### config.mk
export PLATFORM = sky130hd
export DESIGN_NAME = uart_baud_divisor_calc_core
export DESIGN_NICKNAME = d
export VERILOG_FILES = /design/src/hw/rtl/uartbd_pkg.sv /design/src/hw/rtl/uartbd_front.sv /design/src/hw/rtl/uartbd_back.sv /design/src/hw/rtl/uart_baud_divisor_calc_core.sv
export SDC_FILE = /design/constraint.sdc
export NUM_CORES = 1
export LEC_CHECK = 0
export ABC_AREA = 1
export BUFFER_PORTS_ARGS = -buffer_cell sky130_fd_sc_hd__buf_2
export CELL_PAD_IN_SITES_DETAIL_PLACEMENT = 0
export CELL_PAD_IN_SITES_GLOBAL_PLACEMENT = 1
export CORE_MARGIN = 4
export CORE_UTILIZATION = 43
export DETAILED_ROUTE_END_ITERATION = 7
export PLACE_DENSITY = 0.77
export REMOVE_ABC_BUFFERS = 1
export SLEW_MARGIN = 15
export SYNTH_ARGS = -nofsm -noshare
export SYNTH_HDL_FRONTEND = slang
export SYNTH_SLANG_ARGS = --single-unit
### constraint.sdc
create_clock -name clock -period 5.5 [get_ports clock]
set_input_delay 0.55 -clock clock [delete_from_list [all_inputs] [get_ports clock]]
set_output_delay 0.55 -clock clock [all_outputs]
set_load 0.03 [all_outputs]
### src/hw/rtl/uartbd_pkg.sv
// ----------------------------------------------------------------------------
// UART baud divisor package
// Shared widths, codes and transfer types for the divisor calculator.
// ----------------------------------------------------------------------------
package uartbd_pkg;

   localparam int ClkWidth  = 27;
   localparam int BaudWidth = 24;
   localparam int PreWidth  = 9;
   localparam int DenWidth  = BaudWidth + PreWidth;
   localparam int CntWidth  = $clog2(ClkWidth);

   localparam logic [ClkWidth-1:0]  ClkReset  = ClkWidth'(26000000);
   localparam logic [BaudWidth-1:0] BaudLimit = BaudWidth'(115200);

   localparam logic [1:0] MODE_OVERSAMPLE   = 2'd0;
   localparam logic [1:0] MODE_SAMPLE_COUNT = 2'd3;

   typedef struct packed {
      logic                 valid;
      logic                 mode3;
      logic [BaudWidth-1:0] baud;
   } item_type;

   typedef struct packed {
      logic        valid;
      logic [1:0]  speed_mode;
      logic [7:0]  divisor_low;
      logic [7:0]  divisor_high;
      logic [15:0] sample_cnt;
      logic [15:0] sample_pos;
      logic        divisor_overflow;
   } result_type;

   typedef enum logic [1:0] {
      ST_IDLE,
      ST_DIV1,
      ST_MUL,
      ST_DIV2
   } back_state_type;

endpackage

### src/hw/rtl/uartbd_front.sv
// ----------------------------------------------------------------------------
// UART baud divisor front end
// Accepts requests, classifies the speed mode and queues them (2 deep).
// ----------------------------------------------------------------------------
module uartbd_front (
   input  logic                              clock,
   input  logic                              reset,
   input  logic                              start,
   input  logic [uartbd_pkg::BaudWidth-1:0]  baud,
   input  logic                              pop,
   output logic                              busy,
   output uartbd_pkg::item_type              head
);

   logic                             mode3_ff [2];
   logic [uartbd_pkg::BaudWidth-1:0] baud_ff  [2];
   logic [1:0] count_ff, count_in;
   logic       wr_ptr_ff, wr_ptr_in;
   logic       rd_ptr_ff, rd_ptr_in;
   logic       push;

   assign busy = (count_ff == 2'd2);
   assign push = start && !busy;

   always_comb begin
      wr_ptr_in = wr_ptr_ff ^ push;
      rd_ptr_in = rd_ptr_ff ^ pop;
      count_in  = count_ff + {1'b0, push} - {1'b0, pop};
   end

   always_ff @(posedge clock) begin
      if (reset) begin
         count_ff  <= 2'd0;
         wr_ptr_ff <= 1'b0;
         rd_ptr_ff <= 1'b0;
      end else begin
         count_ff  <= count_in;
         wr_ptr_ff <= wr_ptr_in;
         rd_ptr_ff <= rd_ptr_in;
      end
   end

   always_ff @(posedge clock) begin
      if (push) begin
         baud_ff[wr_ptr_ff]  <= baud;
         mode3_ff[wr_ptr_ff] <= (baud > uartbd_pkg::BaudLimit);
      end
   end

   always_comb begin
      head.valid = (count_ff != 2'd0);
      head.mode3 = mode3_ff[rd_ptr_ff];
      head.baud  = baud_ff[rd_ptr_ff];
   end

endmodule

### src/hw/rtl/uartbd_back.sv
// ----------------------------------------------------------------------------
// UART baud divisor back end
// Shared restoring divider, prescaler multiply and result formatting.
// ----------------------------------------------------------------------------
module uartbd_back (
   input  logic                             clock,
   input  logic                             reset,
   input  logic [uartbd_pkg::ClkWidth-1:0]  clk_hz,
   input  uartbd_pkg::item_type             head,
   output logic                             pop,
   output uartbd_pkg::result_type           result
);

   localparam int CW = uartbd_pkg::ClkWidth;
   localparam int DW = uartbd_pkg::DenWidth;
   localparam int BW = uartbd_pkg::BaudWidth;
   localparam int PW = uartbd_pkg::PreWidth;
   localparam int NW = uartbd_pkg::CntWidth;

   uartbd_pkg::back_state_type state_ff, state_in;
   uartbd_pkg::result_type     result_ff, result_in;

   logic [BW-1:0] baud_ff, baud_in;
   logic          mode3_ff, mode3_in;
   logic [DW-1:0] den_ff, den_in;
   logic [DW-1:0] rem_ff, rem_in;
   logic [CW-1:0] quo_ff, quo_in;
   logic [CW-1:0] dvd_ff, dvd_in;
   logic [NW-1:0] cnt_ff, cnt_in;
   logic [PW-1:0] pre_ff, pre_in;

   logic [DW:0]   rem_sh;
   logic          ge;
   logic [DW-1:0] rem_nx;
   logic [CW-1:0] quo_nx;
   logic          last;
   logic          round_up;
   logic [CW:0]   div_full;
   logic [15:0]   scount;

   always_comb begin
      rem_sh   = {rem_ff, dvd_ff[CW-1]};
      ge       = (rem_sh >= {1'b0, den_ff});
      rem_nx   = ge ? DW'(rem_sh - {1'b0, den_ff}) : rem_sh[DW-1:0];
      quo_nx   = {quo_ff[CW-2:0], ge};
      last     = (cnt_ff == NW'(CW - 1));
      round_up = (rem_nx >= (den_ff >> 1));
      div_full = {1'b0, quo_nx} + {{CW{1'b0}}, round_up};
      scount   = div_full[15:0] - 16'd1;
   end

   always_comb begin
      state_in  = state_ff;
      baud_in   = baud_ff;
      mode3_in  = mode3_ff;
      den_in    = den_ff;
      rem_in    = rem_nx;
      quo_in    = quo_nx;
      dvd_in    = {dvd_ff[CW-2:0], 1'b0};
      cnt_in    = cnt_ff + NW'(1);
      pre_in    = pre_ff;
      result_in = '0;
      pop       = 1'b0;
      case (state_ff)
         uartbd_pkg::ST_IDLE: begin
            rem_in = '0;
            quo_in = '0;
            dvd_in = clk_hz;
            cnt_in = '0;
            if (head.valid) begin
               pop      = 1'b1;
               baud_in  = head.baud;
               mode3_in = head.mode3;
               if (head.mode3) begin
                  den_in   = DW'(head.baud);
                  state_in = uartbd_pkg::ST_DIV1;
               end else if (head.baud == '0) begin
                  result_in.valid            = 1'b1;
                  result_in.speed_mode       = uartbd_pkg::MODE_OVERSAMPLE;
                  result_in.divisor_low      = 8'hFF;
                  result_in.divisor_high     = 8'hFF;
                  result_in.divisor_overflow = 1'b1;
               end else begin
                  den_in   = DW'({head.baud, 4'b0000});
                  state_in = uartbd_pkg::ST_DIV2;
               end
            end
         end
         uartbd_pkg::ST_DIV1: begin
            if (last) begin
               pre_in   = {1'b0, quo_nx[15:8]} + PW'(1);
               state_in = uartbd_pkg::ST_MUL;
            end
         end
         uartbd_pkg::ST_MUL: begin
            den_in   = DW'(baud_ff) * DW'(pre_ff);
            rem_in   = '0;
            quo_in   = '0;
            dvd_in   = clk_hz;
            cnt_in   = '0;
            state_in = uartbd_pkg::ST_DIV2;
         end
         uartbd_pkg::ST_DIV2: begin
            if (last) begin
               state_in        = uartbd_pkg::ST_IDLE;
               result_in.valid = 1'b1;
               if (mode3_ff) begin
                  result_in.speed_mode   = uartbd_pkg::MODE_SAMPLE_COUNT;
                  result_in.divisor_low  = pre_ff[7:0];
                  result_in.divisor_high = {7'd0, pre_ff[8]};
                  result_in.sample_cnt   = scount;
                  result_in.sample_pos   = 16'(scount - 16'd1) >> 1;
               end else begin
                  result_in.speed_mode       = uartbd_pkg::MODE_OVERSAMPLE;
                  result_in.divisor_low      = div_full[7:0];
                  result_in.divisor_high     = div_full[15:8];
                  result_in.divisor_overflow = (div_full[CW:16] != '0);
               end
            end
         end
         default: state_in = uartbd_pkg::ST_IDLE;
      endcase
   end

   always_ff @(posedge clock) begin
      if (reset) begin
         state_ff  <= uartbd_pkg::ST_IDLE;
         result_ff <= '0;
      end else begin
         state_ff  <= state_in;
         result_ff <= result_in;
      end
   end

   always_ff @(posedge clock) begin
      baud_ff  <= baud_in;
      mode3_ff <= mode3_in;
      den_ff   <= den_in;
      rem_ff   <= rem_in;
      quo_ff   <= quo_in;
      dvd_ff   <= dvd_in;
      cnt_ff   <= cnt_in;
      pre_ff   <= pre_in;
   end

   assign result = result_ff;

endmodule

### src/hw/rtl/uart_baud_divisor_calc_core.sv
// ----------------------------------------------------------------------------
// UART baud divisor calculator
// Mode 0 runs one division; mode 3 runs a division, a prescaler multiply and a
// second division; zero baud is answered from idle. Requests are served one at a
// time by the shared one-bit-per-cycle divider; a 2-entry queue takes requests meanwhile.
// Responses are one-cycle strobes; the receiver cannot stall them.
// Reset: synchronous; clears the queue and sets the source clock to 26 MHz.
// ----------------------------------------------------------------------------
module uart_baud_divisor_calc_core (
   input  logic        clock,
   input  logic        reset,
   input  logic        start,
   output logic        busy,
   input  logic [23:0] req_baud_rate,
   output logic        rsp_valid,
   output logic [1:0]  rsp_speed_mode,
   output logic [7:0]  rsp_divisor_low,
   output logic [7:0]  rsp_divisor_high,
   output logic [15:0] rsp_sample_cnt,
   output logic [15:0] rsp_sample_pos,
   output logic        rsp_divisor_overflow,
   input  logic        csr_write_enable,
   input  logic [26:0] csr_write_data
);

   logic [uartbd_pkg::ClkWidth-1:0] clk_hz_ff;
   uartbd_pkg::item_type            head;
   uartbd_pkg::result_type          result;
   logic                            pop;

   always_ff @(posedge clock) begin
      if (reset) begin
         clk_hz_ff <= uartbd_pkg::ClkReset;
      end else if (csr_write_enable) begin
         clk_hz_ff <= csr_write_data;
      end
   end

   uartbd_front u_front (
      .clock (clock),
      .reset (reset),
      .start (start),
      .baud  (req_baud_rate),
      .pop   (pop),
      .busy  (busy),
      .head  (head)
   );

   uartbd_back u_back (
      .clock  (clock),
      .reset  (reset),
      .clk_hz (clk_hz_ff),
      .head   (head),
      .pop    (pop),
      .result (result)
   );

   assign rsp_valid            = result.valid;
   assign rsp_speed_mode       = result.speed_mode;
   assign rsp_divisor_low      = result.divisor_low;
   assign rsp_divisor_high     = result.divisor_high;
   assign rsp_sample_cnt       = result.sample_cnt;
   assign rsp_sample_pos       = result.sample_pos;
   assign rsp_divisor_overflow = result.divisor_overflow;

   a_ovf_mode0: assert property (@(posedge clock) disable iff (reset)
      rsp_valid && rsp_divisor_overflow |-> rsp_speed_mode == uartbd_pkg::MODE_OVERSAMPLE)
      else $error("overflow flagged outside mode 0");

   a_mode0_no_sc: assert property (@(posedge clock) disable iff (reset)
      rsp_valid && rsp_speed_mode == uartbd_pkg::MODE_OVERSAMPLE
         |-> rsp_sample_cnt == 16'd0 && rsp_sample_pos == 16'd0)
      else $error("sample fields set in mode 0");

   a_prescaler: assert property (@(posedge clock) disable iff (reset)
      rsp_valid && rsp_speed_mode == uartbd_pkg::MODE_SAMPLE_COUNT
         |-> rsp_divisor_high == 8'd0 || (rsp_divisor_high == 8'd1 && rsp_divisor_low == 8'd0))
      else $error("prescaler out of range");

   a_pop_valid: assert property (@(posedge clock) disable iff (reset)
      pop |-> head.valid)
      else $error("pop from empty queue");

endmodule

==> Word level (Yosys, flattened, before mapping) <==
Memories as Yosys holds them, arrays and structs flattened. A register that Yosys moved wholly into a read port is not among the register bits.
Cells that the tools add are included.
{ "word_totals": {"reg_bits": 243, "mem_bits_rw": 50, "n_memories": 2} }
{ "memory_table": {"columns": ["name", "depth", "width", "rd", "rd_clocked_by_memory_dff", "write_ports", "line", "rtl"], "rows": [
  ["u_front.baud_ff", 2, 24, 1, 1, 1, "uartbd_front.sv:16", "logic [uartbd_pkg::BaudWidth-1:0] baud_ff [2];"],
  ["u_front.mode3_ff", 2, 1, 1, 1, 1, "uartbd_front.sv:15", "logic mode3_ff [2];"]
]} }
{ "op_classes": {"add_sub_neg": 8, "n_mul": 1, "order_cmp": 3, "eq_ne": 9, "muxes": 30, "n_bitwise": 5, "n_reduce_logical": 14} }
{ "ops": {"columns": ["op", "n"], "rows": [
  ["$mux 33", 4],
  ["$pmux 33 s2", 1],
  ["$mux 19", 3],
  ["$mux 52", 1],
  ["$pmux 19 s2", 1],
  ["$ge 34x33->1", 1],
  ["$ge 33x32->1", 1],
  ["$mul 24x9->33", 1],
  ["$sub 33x33->33", 1],
  ["$mux 32", 1],
  ["$sub 16x1->16 const B", 2],
  ["$add 27x1->28", 1],
  ["$mux 27", 1],
  ["$gt 24x17->1 const B", 1],
  ["$logic_not 24->1", 1],
  ["$mux 18", 1],
  ["$reduce_bool 12->1", 1],
  ["$mux 1", 10],
  ["$mux 2", 5],
  ["$add 8x1->9 const B", 1],
  ["$pmux 2 s4", 1],
  ["$eq 2x2->1 const B", 3],
  ["$add 5x1->5 const B", 1],
  ["$eq 5x5->1 const B", 1],
  ["19 further kinds", 25]
]} }

==> Logic depth before layout (Yosys ltp) <==
Gate-level depths: netlist of the first run.
{ "depth": {"word_depth": 9, "depth_mapped": 51} }

==> Cells and area by module <==
From an unflattened synthesis of the first run, not the netlist that was laid out.
{ "hier_totals": {"cells_unflattened": 2783, "area_unflattened_um2": 21809.7} }
{ "by_module_without_submodules": {"columns": ["module", "n_inst", "cells_per_inst", "area_per_inst_um2", "seq_area_each_um2"], "rows": [
  ["uartbd_back", 1, 2498, 18441.4, 4874.7],
  ["uartbd_front", 1, 134, 2240.9, 1581.5],
  ["uart_baud_divisor_calc_core", 1, 151, 1127.3, 540.5]
]} }

==> Worst setup path before layout of the first run <==
Ideal clock, no wire load.
{ "synth_timing": {"kind": "flip-flop to flip-flop", "startpoint": "register u_back.dvd_ff[26]", "endpoint": "register u_back.result_ff, in the netlist u_back.result[15]", "setup_time_ns": 0.109, "t_arrival_ns": 5.419, "required_ns": 5.391, "setup_slack_ns": -0.028, "path_stages_with_launch": 46, "n_path_buf": 2, "synth_period_minus_slack_ns": 5.528, "path_cell_list": "dfxtp_1 -> inv_1 -> ha_1 -> inv_1 -> fa_1 -> nand2_1 -> nand2_1 -> a21oi_1 -> o21ai_2 -> nand3_1 -> nand2_1 -> nand3_1 -> nand2_1 -> buf_2 -> buf_2 -> o21ai_0 -> inv_1 -> ha_1 -> [... 10 more ...] -> nand2_1 -> nand3b_1 -> ha_1 -> ha_1 -> inv_1 -> ha_1 -> nor2_1 -> nand3_1 -> nor2_1 -> nand2_1 -> nor2_1 -> nand2_1 -> nor2_2 -> nand4_1 -> nor2_1 -> nand3_1 -> nand2_1 -> inv_1"} }
{ "synth_via": {"elab_chain_cells": 6, "elab_cells_between_ends": 7, "cone_classes": "add/sub: 4; order compare: 2; mux: 1"} }
{ "synth_rtl": {"columns": ["element", "line", "rtl"], "rows": [
  ["from (decl)", "uartbd_back.sv:28", "logic [CW-1:0] dvd_ff, dvd_in;"],
  ["from (signal assigned)", "uartbd_back.sv:141", "dvd_ff <= dvd_in;"],
  ["$sub 33x33->33 / $ge 34x33->1 (equally long branches)", "uartbd_back.sv:44, uartbd_back.sv:43", null],
  ["$mux 33 *", "uartbd_back.sv:44", "rem_nx = ge ? DW'(rem_sh - {1'b0, den_ff}) : rem_sh[DW-1:0];"],
  ["via u_back.rem_nx[10]", "uartbd_back.sv:34", "logic [DW-1:0] rem_nx;"],
  ["$ge 33x32->1 *", "uartbd_back.sv:47", "round_up = (rem_nx >= (den_ff >> 1));"],
  ["$add 27x1->28 *", "uartbd_back.sv:48", "div_full = {1'b0, quo_nx} + {{CW{1'b0}}, round_up};"],
  ["$sub 16x1->16 *", "uartbd_back.sv:49", "scount = div_full[15:0] - 16'd1;"],
  ["via u_back.scount[1]", "uartbd_back.sv:39", "logic [15:0] scount;"],
  ["$sub 16x1->16 *", "uartbd_back.sv:112", "result_in.sample_pos = 16'(scount - 16'd1) >> 1;"],
  ["to (signal assigned)", "uartbd_back.sv:131", "result_ff <= result_in;"],
  ["to (decl)", "uartbd_back.sv:21", "uartbd_pkg::result_type result_ff, result_in;"]
]} }
The timed path passes the listed nets; every way through them passes the cells marked *.
A chain may end at the register's enable or synchronous reset.

==> Worst setup path in the final report of the first run <==
{ "layout_timing": {"startpoint": "register u_back.rem_ff[10]", "endpoint": "register u_back.result_ff, in the netlist u_back.result[13]"} }
{ "layout_via": {"elab_chain_cells": 6, "elab_cells_between_ends": 7, "cone_classes": "add/sub: 4; order compare: 2; mux: 1"} }
{ "layout_rtl": {"columns": ["element", "line", "rtl"], "rows": [
  ["from (decl)", "uartbd_back.sv:26", "logic [DW-1:0] rem_ff, rem_in;"],
  ["from (signal assigned)", "uartbd_back.sv:139", "rem_ff <= rem_in;"],
  ["$sub 33x33->33 / $ge 34x33->1 (equally long branches)", "uartbd_back.sv:44, uartbd_back.sv:43", null],
  ["$mux 33 *", "uartbd_back.sv:44", null],
  ["via u_back.rem_nx[16]", "uartbd_back.sv:34", null],
  ["$ge 33x32->1 *", "uartbd_back.sv:47", null],
  ["$add 27x1->28 *", "uartbd_back.sv:48", null],
  ["$sub 16x1->16 *", "uartbd_back.sv:49", null],
  ["$sub 16x1->16 *", "uartbd_back.sv:112", null]
]} }
Marks and branches as above.

==> flow_summary.yaml, run 1 <==
place:
  hpwlAfterDp_um: 48800
  place_congestion: 0.915
  place.port_buffers: 106
critical_path:
  critPathSlowestCell: "sky130_fd_sc_hd__dfxtp_1"
  start_kind: "flop"
  critical-path-top-delay-family: "simple AND/OR/NAND/NOR gates"
  cp_slowest_stage_delay_ns: 0.46
  path_buf_inv: 9
  timing.critical_path.mode_cell: "sky130_fd_sc_hd__nand2_2"
  cp.arrival_ns: 6.05
  worst-path-max-fanout: 6
  end_kind: "flop"
  setup_cp_type: "reg2reg"
  critPathRequiredTime_ns: 5.96
yosys:
  synthArstFlopShare_pct: 0
  syn-mean-instance-area_um2: 7.71
  ys_ff_latch: 291
  synthesis.yosys.warnings: 0
  synth-seq-area-share_pct: 32.4
  ys.flop_type: "sky130_fd_sc_hd__dfxtp_1"
  netlist-cell-type-count: 58
  netlist_area_um2: 21600
  postSynthCellCount: 2802
  synth_enable_flop_cells: 117
die:
  initial_utilization_pct: 43.8
  floorplan.io_pins: 108
  die_area_um2: 53900
  chipWidth_um: 232
  core_area_um2: 49300
  chip_height_um: 232
  num_rows: 81
detailed_routing:
  drt_pre_antenna_iters: 5
  routedWlPerCell_um: 16.7
  routed_via_density: 5.09
  num_vias: 19600
  initialDrtViolationCount: 1212
  finalWirelength_um: 64400
  detail_route.drc_violations: 0
  detail-route-antenna-nets: 0
timing:
  worst_pin_slew_ns: 1.05
  layout_worst_path_cycle_share_pct: 102
  hold_viol_final: 0
  finalSetupViolCount: 7
  layout_setup_ws_ns: -0.0876
  fmax_mhz: 179
  final.min_clock_period_ns: 5.59
  final-max-slew-violation-count: 0
  worst_slew_margin_rel_pct: 29.9
  grt_setup_unrepaired: "true"
  timing.hold.ws_ns: 0.202
  clock-skew-final_ns: 0.0451
worst_hold_path:
  worstHoldPathType: "in2reg"
global_route:
  grt_overflow_total: 0
  number_of_global_route_vias_before_repair: 19700
  largest_net_degree_at_the_start_of_global_routing: 53
  antenna_found_initial: 5
  grt_first_pass_wirelength_um: 101000
  grt_use_total_pct: 23.3
clocking:
  cts_htree_levels: 2
  holdBufCountCts: 0
  clock_sinks: 291
  clk_latency_ns: 0.56
  clockBufferDepth: 3
  clk_pin_slew_worst_paths_ns: 0.06
  tritoncts_clock_tree: "built"
  clockRootBuffer: "sky130_fd_sc_hd__clkbuf_16"
  cts-buffers-inserted: 34
final_layout:
  num-fill-cells: 4591
  finalNetCount: 3507
  drive_gt1_share_pct: 24.2
  multiInputGateArea_um2: 13800
  layout-area-overhead-vs-synth_pct: 27.6
  sequential_area_um2: 7000
  antenna_diode_count: 0
status:
  failed_checks: "negative setup slack"
  run_status: "finished, violations left"
job:
  drv_cap: 0
[area by class of cell]
cell class,count,area share [%]
multi-input cells,1954,49.9
flip-flops and latches,291,25.4
repair buffers,426,11.4
inverters,456,6.25
clock buffers,47,3.49
well taps,664,3.02
clock inverters,13,0.518
[cell usage in the layout (no fill, tap or decap), types with 11 or more instances in the layout]
master | Yosys | layout
sky130_fd_sc_hd__nor3_1 | 27 | 27
sky130_fd_sc_hd__a21oi_2 | 0 | 14
sky130_fd_sc_hd__nor2_1 | 251 | 224
sky130_fd_sc_hd__a21oi_1 | 153 | 136
sky130_fd_sc_hd__inv_2 | 6 | 38
sky130_fd_sc_hd__dfxtp_1 | 174 | 173
sky130_fd_sc_hd__edfxtp_1 | 117 | 117
sky130_fd_sc_hd__nand3_2 | 2 | 12
sky130_fd_sc_hd__nand2_2 | 8 | 63
sky130_fd_sc_hd__nand4_1 | 36 | 36
sky130_fd_sc_hd__a21o_1 | 11 | 11
sky130_fd_sc_hd__nand2_1 | 759 | 695
sky130_fd_sc_hd__o21ai_1 | 1 | 13
sky130_fd_sc_hd__buf_12 | 0 | 12
sky130_fd_sc_hd__clkbuf_16 | 0 | 35
sky130_fd_sc_hd__nand3_1 | 97 | 83
sky130_fd_sc_hd__or2_2 | 22 | 19
sky130_fd_sc_hd__nor2_2 | 10 | 20
sky130_fd_sc_hd__ha_4 | 0 | 41
sky130_fd_sc_hd__xor2_1 | 26 | 26
sky130_fd_sc_hd__ha_1 | 133 | 91
sky130_fd_sc_hd__nor4_1 | 12 | 11
sky130_fd_sc_hd__buf_4 | 6 | 298
sky130_fd_sc_hd__fa_1 | 156 | 155
sky130_fd_sc_hd__nor2_4 | 5 | 22
sky130_fd_sc_hd__xnor2_1 | 15 | 14
sky130_fd_sc_hd__buf_2 | 6 | 106
sky130_fd_sc_hd__o21ai_0 | 137 | 108
sky130_fd_sc_hd__inv_1 | 448 | 412
[kinds of logic (layout without fill, tap and decap cells)]
family	Yosys count	count (layout)	share of synthesized area (%)
simple gates	1252	1252	24.3
buf+inv	557	942	9.89
compound gates	371	371	9.51
flops	291	291	32.4
fa+ha+maj	289	289	22.2
xor+xnor	41	41	1.66
other cells	1	1	0.0174
[path summary, 6_finish.rpt]
path	slack (ns)	end	cells after the start	startpoint
worst max register to register	-0.09	u_back.result[13]$_SDFF_PP0_	45	u_back.rem_ff[10]$_SDFF_PN0_
worst min-delay path	0.20	u_front.baud_ff[1][22]$_DFFE_PP_	1	req_baud_rate[22]
worst max-delay path	-0.09	u_back.result[13]$_SDFF_PP0_	45	u_back.rem_ff[10]$_SDFF_PN0_
worst min register to register	0.42	u_back.dvd_ff[18]$_DFF_P_	2	u_back.dvd_ff[17]$_DFF_P_
[state kept, by name (all words and copies together) (netlist names), 2 cells and up]
register          cells
u_back.baud_ff       24
u_back.rem_ff        33
u_front.baud_ff      48
clk_hz_ff            27
u_back.pre_ff         9
u_front.mode3_ff      2
u_back.dvd_ff        27
u_back.cnt_ff         5
u_back.state_ff       2
u_back.quo_ff        26
u_back.den_ff        33
u_front.count_ff      2
u_back.result        50
[synth_stat cells (all sizes together), types with 36 or more instances]
cell / number / share of area [%]
nand2: 769 / 14
nand3: 99 / 2.3
inv: 454 / 7.9
o21ai: 139 / 3.2
clkbuf: 83 / 1.4
ha: 133 / 7.7
nand4: 36 / 1.0
nor2: 267 / 5.0
a21oi: 153 / 3.5
dfxtp: 174 / 16
fa: 156 / 14
edfxtp: 117 / 16
[per-layer routing]
| layer | vias up | GRT usage, % | share of wire [%] | wire length (um) |
|---|---|---|---|---|
| met5 | - | 0 | 0.074 | 48 |
| met4 | 8 | 7.14 | 2.9 | 1880 |
| met3 | 114 | 3.36 | 5.4 | 3460 |
| met2 | 496 | 39.0 | 47 | 30500 |
| met1 | 9408 | 31.3 | 44 | 28500 |
| li1 | 9557 | - | - | - |
[per-stage QoR]
stage	cell area [um2]	TNS [ns]	std cells	utilization, %	setup WS [ns]
6_report	27600	-0.372	3851	55.9	-0.0876
5_1_grt	27600	-6.43	3851	55.9	-0.506
4_1_cts	26600	-0.309	3838	54.0	-0.120
3_5_place_dp	24800	-11.00	3757	50.3	-0.740
3_3_place_gp	24800	-8.56	3757	50.3	-0.623
2_1_floorplan	21200	-7.96	2701	-	-0.669
[repair_timing]
| action | in CTS | in global routing |
|---|---|---|
| resized for setup | 119 | 217 |
| setup endpoints to repair | 30 | 35 |
| gates cloned | 3 | 0 |
| pin swaps | 30 | 68 |
| buffers inserted | 18 | 16 |
Power of run 1 is not shown: default switching activity piles up to over one toggle a cycle in this logic, so the estimate is an artifact.
==> inputs of run 2 (changes only) <==
--- a/config.mk
+++ b/config.mk
@@ -12,7 +12,7 @@
 export CORE_MARGIN = 4
 export CORE_UTILIZATION = 43
 export DETAILED_ROUTE_END_ITERATION = 7
-export PLACE_DENSITY = 0.77
+export PLACE_DENSITY_LB_ADDON = 0.12
 export REMOVE_ABC_BUFFERS = 1
 export SLEW_MARGIN = 15
 export SYNTH_ARGS = -nofsm -noshare
==> flow_summary.yaml, run 2 (synthesis gave the netlist of run 1 again) <==
critical_path:
  critical_path.startpoint: "u_back.den_ff[11]$_DFFE_PP_"
  worst-path-max-fanout: 8
  start_kind: "flop"
  critical-path-top-delay-family: "simple AND/OR/NAND/NOR gates"
  setup_cp_type: "reg2reg"
  reg2reg_slack_ns: -0.10
  worstSetupEndpoint: "u_back.result[13]$_SDFF_PP0_"
  critPathSlowestCell: "sky130_fd_sc_hd__o31ai_4"
  worst-path-stages: 42
  critPathRequiredTime_ns: 5.94
  path_buf_inv: 6
  end_kind: "flop"
  timing.rr.start: "u_back.den_ff[11]$_DFFE_PP_"
  timing.critical_path.mode_cell: "sky130_fd_sc_hd__nand2_1"
  cp_slowest_stage_delay_ns: 0.37
  reg2reg_to: "u_back.result[13]$_SDFF_PP0_"
  worst-r2r-cell-count: 42
  cp.arrival_ns: 6.05
detailed_routing:
  routedWlPerCell_um: 17.0
  drt_pre_antenna_iters: 5
  num_vias: 19700
  initialDrtViolationCount: 1233
  finalWirelength_um: 66200
  routed_via_density: 5.06
  detail_route.drc_violations: 0
  detail-route-antenna-nets: 0
global_route:
  antenna_found_initial: 1
  largest_net_degree_at_the_start_of_global_routing: 50
  number_of_global_route_vias_before_repair: 19800
  grt_overflow_total: 0
  grt_first_pass_wirelength_um: 103000
  grt_use_total_pct: 23.9
die:
  chip_height_um: 232
  initial_utilization_pct: 43.8
  num_rows: 81
  core_area_um2: 49300
  chipWidth_um: 232
  floorplan.io_pins: 108
  die_area_um2: 53900
clocking:
  cts-buffers-inserted: 35
  cts_htree_levels: 2
  clockRootBuffer: "sky130_fd_sc_hd__clkbuf_16"
  clockBufferDepth: 3
  tritoncts_clock_tree: "built"
  holdBufCountCts: 0
  clk_latency_ns: 0.55
  clk_pin_slew_worst_paths_ns: 0.06
  clock_sinks: 291
timing:
  grt_setup_unrepaired: "true"
  finalSetupViolCount: 7
  clock-skew-final_ns: 0.0186
  layout_worst_path_cycle_share_pct: 102
  final-max-slew-violation-count: 0
  worst_pin_slew_ns: 1.00
  fmax_mhz: 178
  hold_viol_final: 0
  layout_setup_ws_ns: -0.105
  worst_slew_margin_rel_pct: 33.3
  final.min_clock_period_ns: 5.60
status:
  run_status: "finished, violations left"
  failed_checks: "negative setup slack"
final_layout:
  stdcell_count: 3891
  most_common_cell_after_layout_fill_and_taps_aside: "sky130_fd_sc_hd__nand2_1"
  drive_gt1_share_pct: 27.3
  antenna_diode_count: 0
  most-common-layout-cells: "sky130_fd_sc_hd__nand2_1, sky130_fd_sc_hd__inv_1, sky130_fd_sc_hd__buf_4"
  finalNetCount: 3546
  max_ffs_per_register: 50
  layout-area-overhead-vs-synth_pct: 31.4
place:
  place.port_buffers: 106
  cell_count_after_placement: 3770
  hpwlAfterDp_um: 50100
  post_place_setup_slack_ns: -0.612
  place_congestion: 0.916
worst_hold_path:
  worstHoldPathType: "in2reg"
job:
  drv_cap: 0
-- run 2: cell types whose count changed in the layout (fill, tap and decap cells not counted), moves of 5 or more --
cell | previous run | this run
sky130_fd_sc_hd__a21oi_1 | 136 | 129
sky130_fd_sc_hd__a21oi_2 | 14 | 20
sky130_fd_sc_hd__buf_4 | 298 | 330
sky130_fd_sc_hd__clkbuf_16 | 35 | 40
sky130_fd_sc_hd__inv_1 | 412 | 402
sky130_fd_sc_hd__inv_2 | 38 | 45
sky130_fd_sc_hd__nand2_1 | 695 | 671
sky130_fd_sc_hd__nand2_2 | 63 | 76
sky130_fd_sc_hd__nand2_4 | 10 | 20
sky130_fd_sc_hd__nor2_1 | 224 | 215
sky130_fd_sc_hd__nor2_4 | 22 | 29
sky130_fd_sc_hd__o21ai_2 | 8 | 14
-- run 2: timing repair --
action / in CTS / in global routing
pin swaps: 63 / 90
resized for setup: 171 / 268
gates cloned: 2 / 2
endpoints found under the setup margin: 26 / 43
setup buffers: 37 / 25
-- run 2: final cells by class --
class | instances | area, um2
well taps | 664 | 831
fillers | 4551 | 20900
clock inverters | 12 | 188
repair buffers | 464 | 3490
multi-input cells | 1954 | 14100
clock buffers | 50 | 1020
inverters | 456 | 1730
flip-flops and latches | 291 | 7000
-- run 2: worst register-to-register path, delay by kind of cell, from the launching register on --
kind / cells / cell delay [ns]
adder cells (fa/ha/maj): 4 / 0.98
AND/OR/NAND/NOR: 25 / 2.70
flip-flops: 1 / 0.34
buffers and inverters: 6 / 0.52
AO/OA/AOI/OAI: 7 / 0.97
-- run 2: stage by stage --
stage / area, um2 / utilization [%] / TNS [ns] / hold slack, ns
floorplan: 21200 / - / -7.96 / 0.403
global placement: 24900 / 50.5 / -5.93 / 0.407
detailed placement: 24900 / 50.5 / -7.79 / 0.410
CTS: 27000 / 54.9 / -0.745 / 0.186
global route: 28400 / 57.6 / -5.25 / 0.198
finish: 28400 / 57.6 / -0.492 / 0.209
-- run 2: worst min-delay path by stage --
stage | from | endpoint | slack, ns | cells past startpoint
after floorplan | u_back.dvd_ff[9]$_DFF_P_ | u_back.dvd_ff[10]$_DFF_P_ | 0.40 | 2
after global placement | u_back.dvd_ff[19]$_DFF_P_ | u_back.dvd_ff[20]$_DFF_P_ | 0.41 | 2
after detailed placement | u_back.dvd_ff[14]$_DFF_P_ | u_back.dvd_ff[15]$_DFF_P_ | 0.41 | 2
after CTS | req_baud_rate[1] | u_front.baud_ff[0][1]$_DFFE_PP_ | 0.19 | 1
after global routing | req_baud_rate[7] | u_front.baud_ff[1][7]$_DFFE_PP_ | 0.20 | 1
final | req_baud_rate[1] | u_front.baud_ff[0][1]$_DFFE_PP_ | 0.21 | 1
-- run 2: routing by layer --
layer | track usage [%] | part of all wire [%] | vias up
met5 | 0 | 0.020 | -
met4 | 6.37 | 2.3 | 2
met3 | 3.64 | 4.4 | 98
met2 | 40.6 | 49 | 432
met1 | 32.1 | 45 | 9504
li1 | - | - | 9655
Power of run 2 is left out for the same reason.
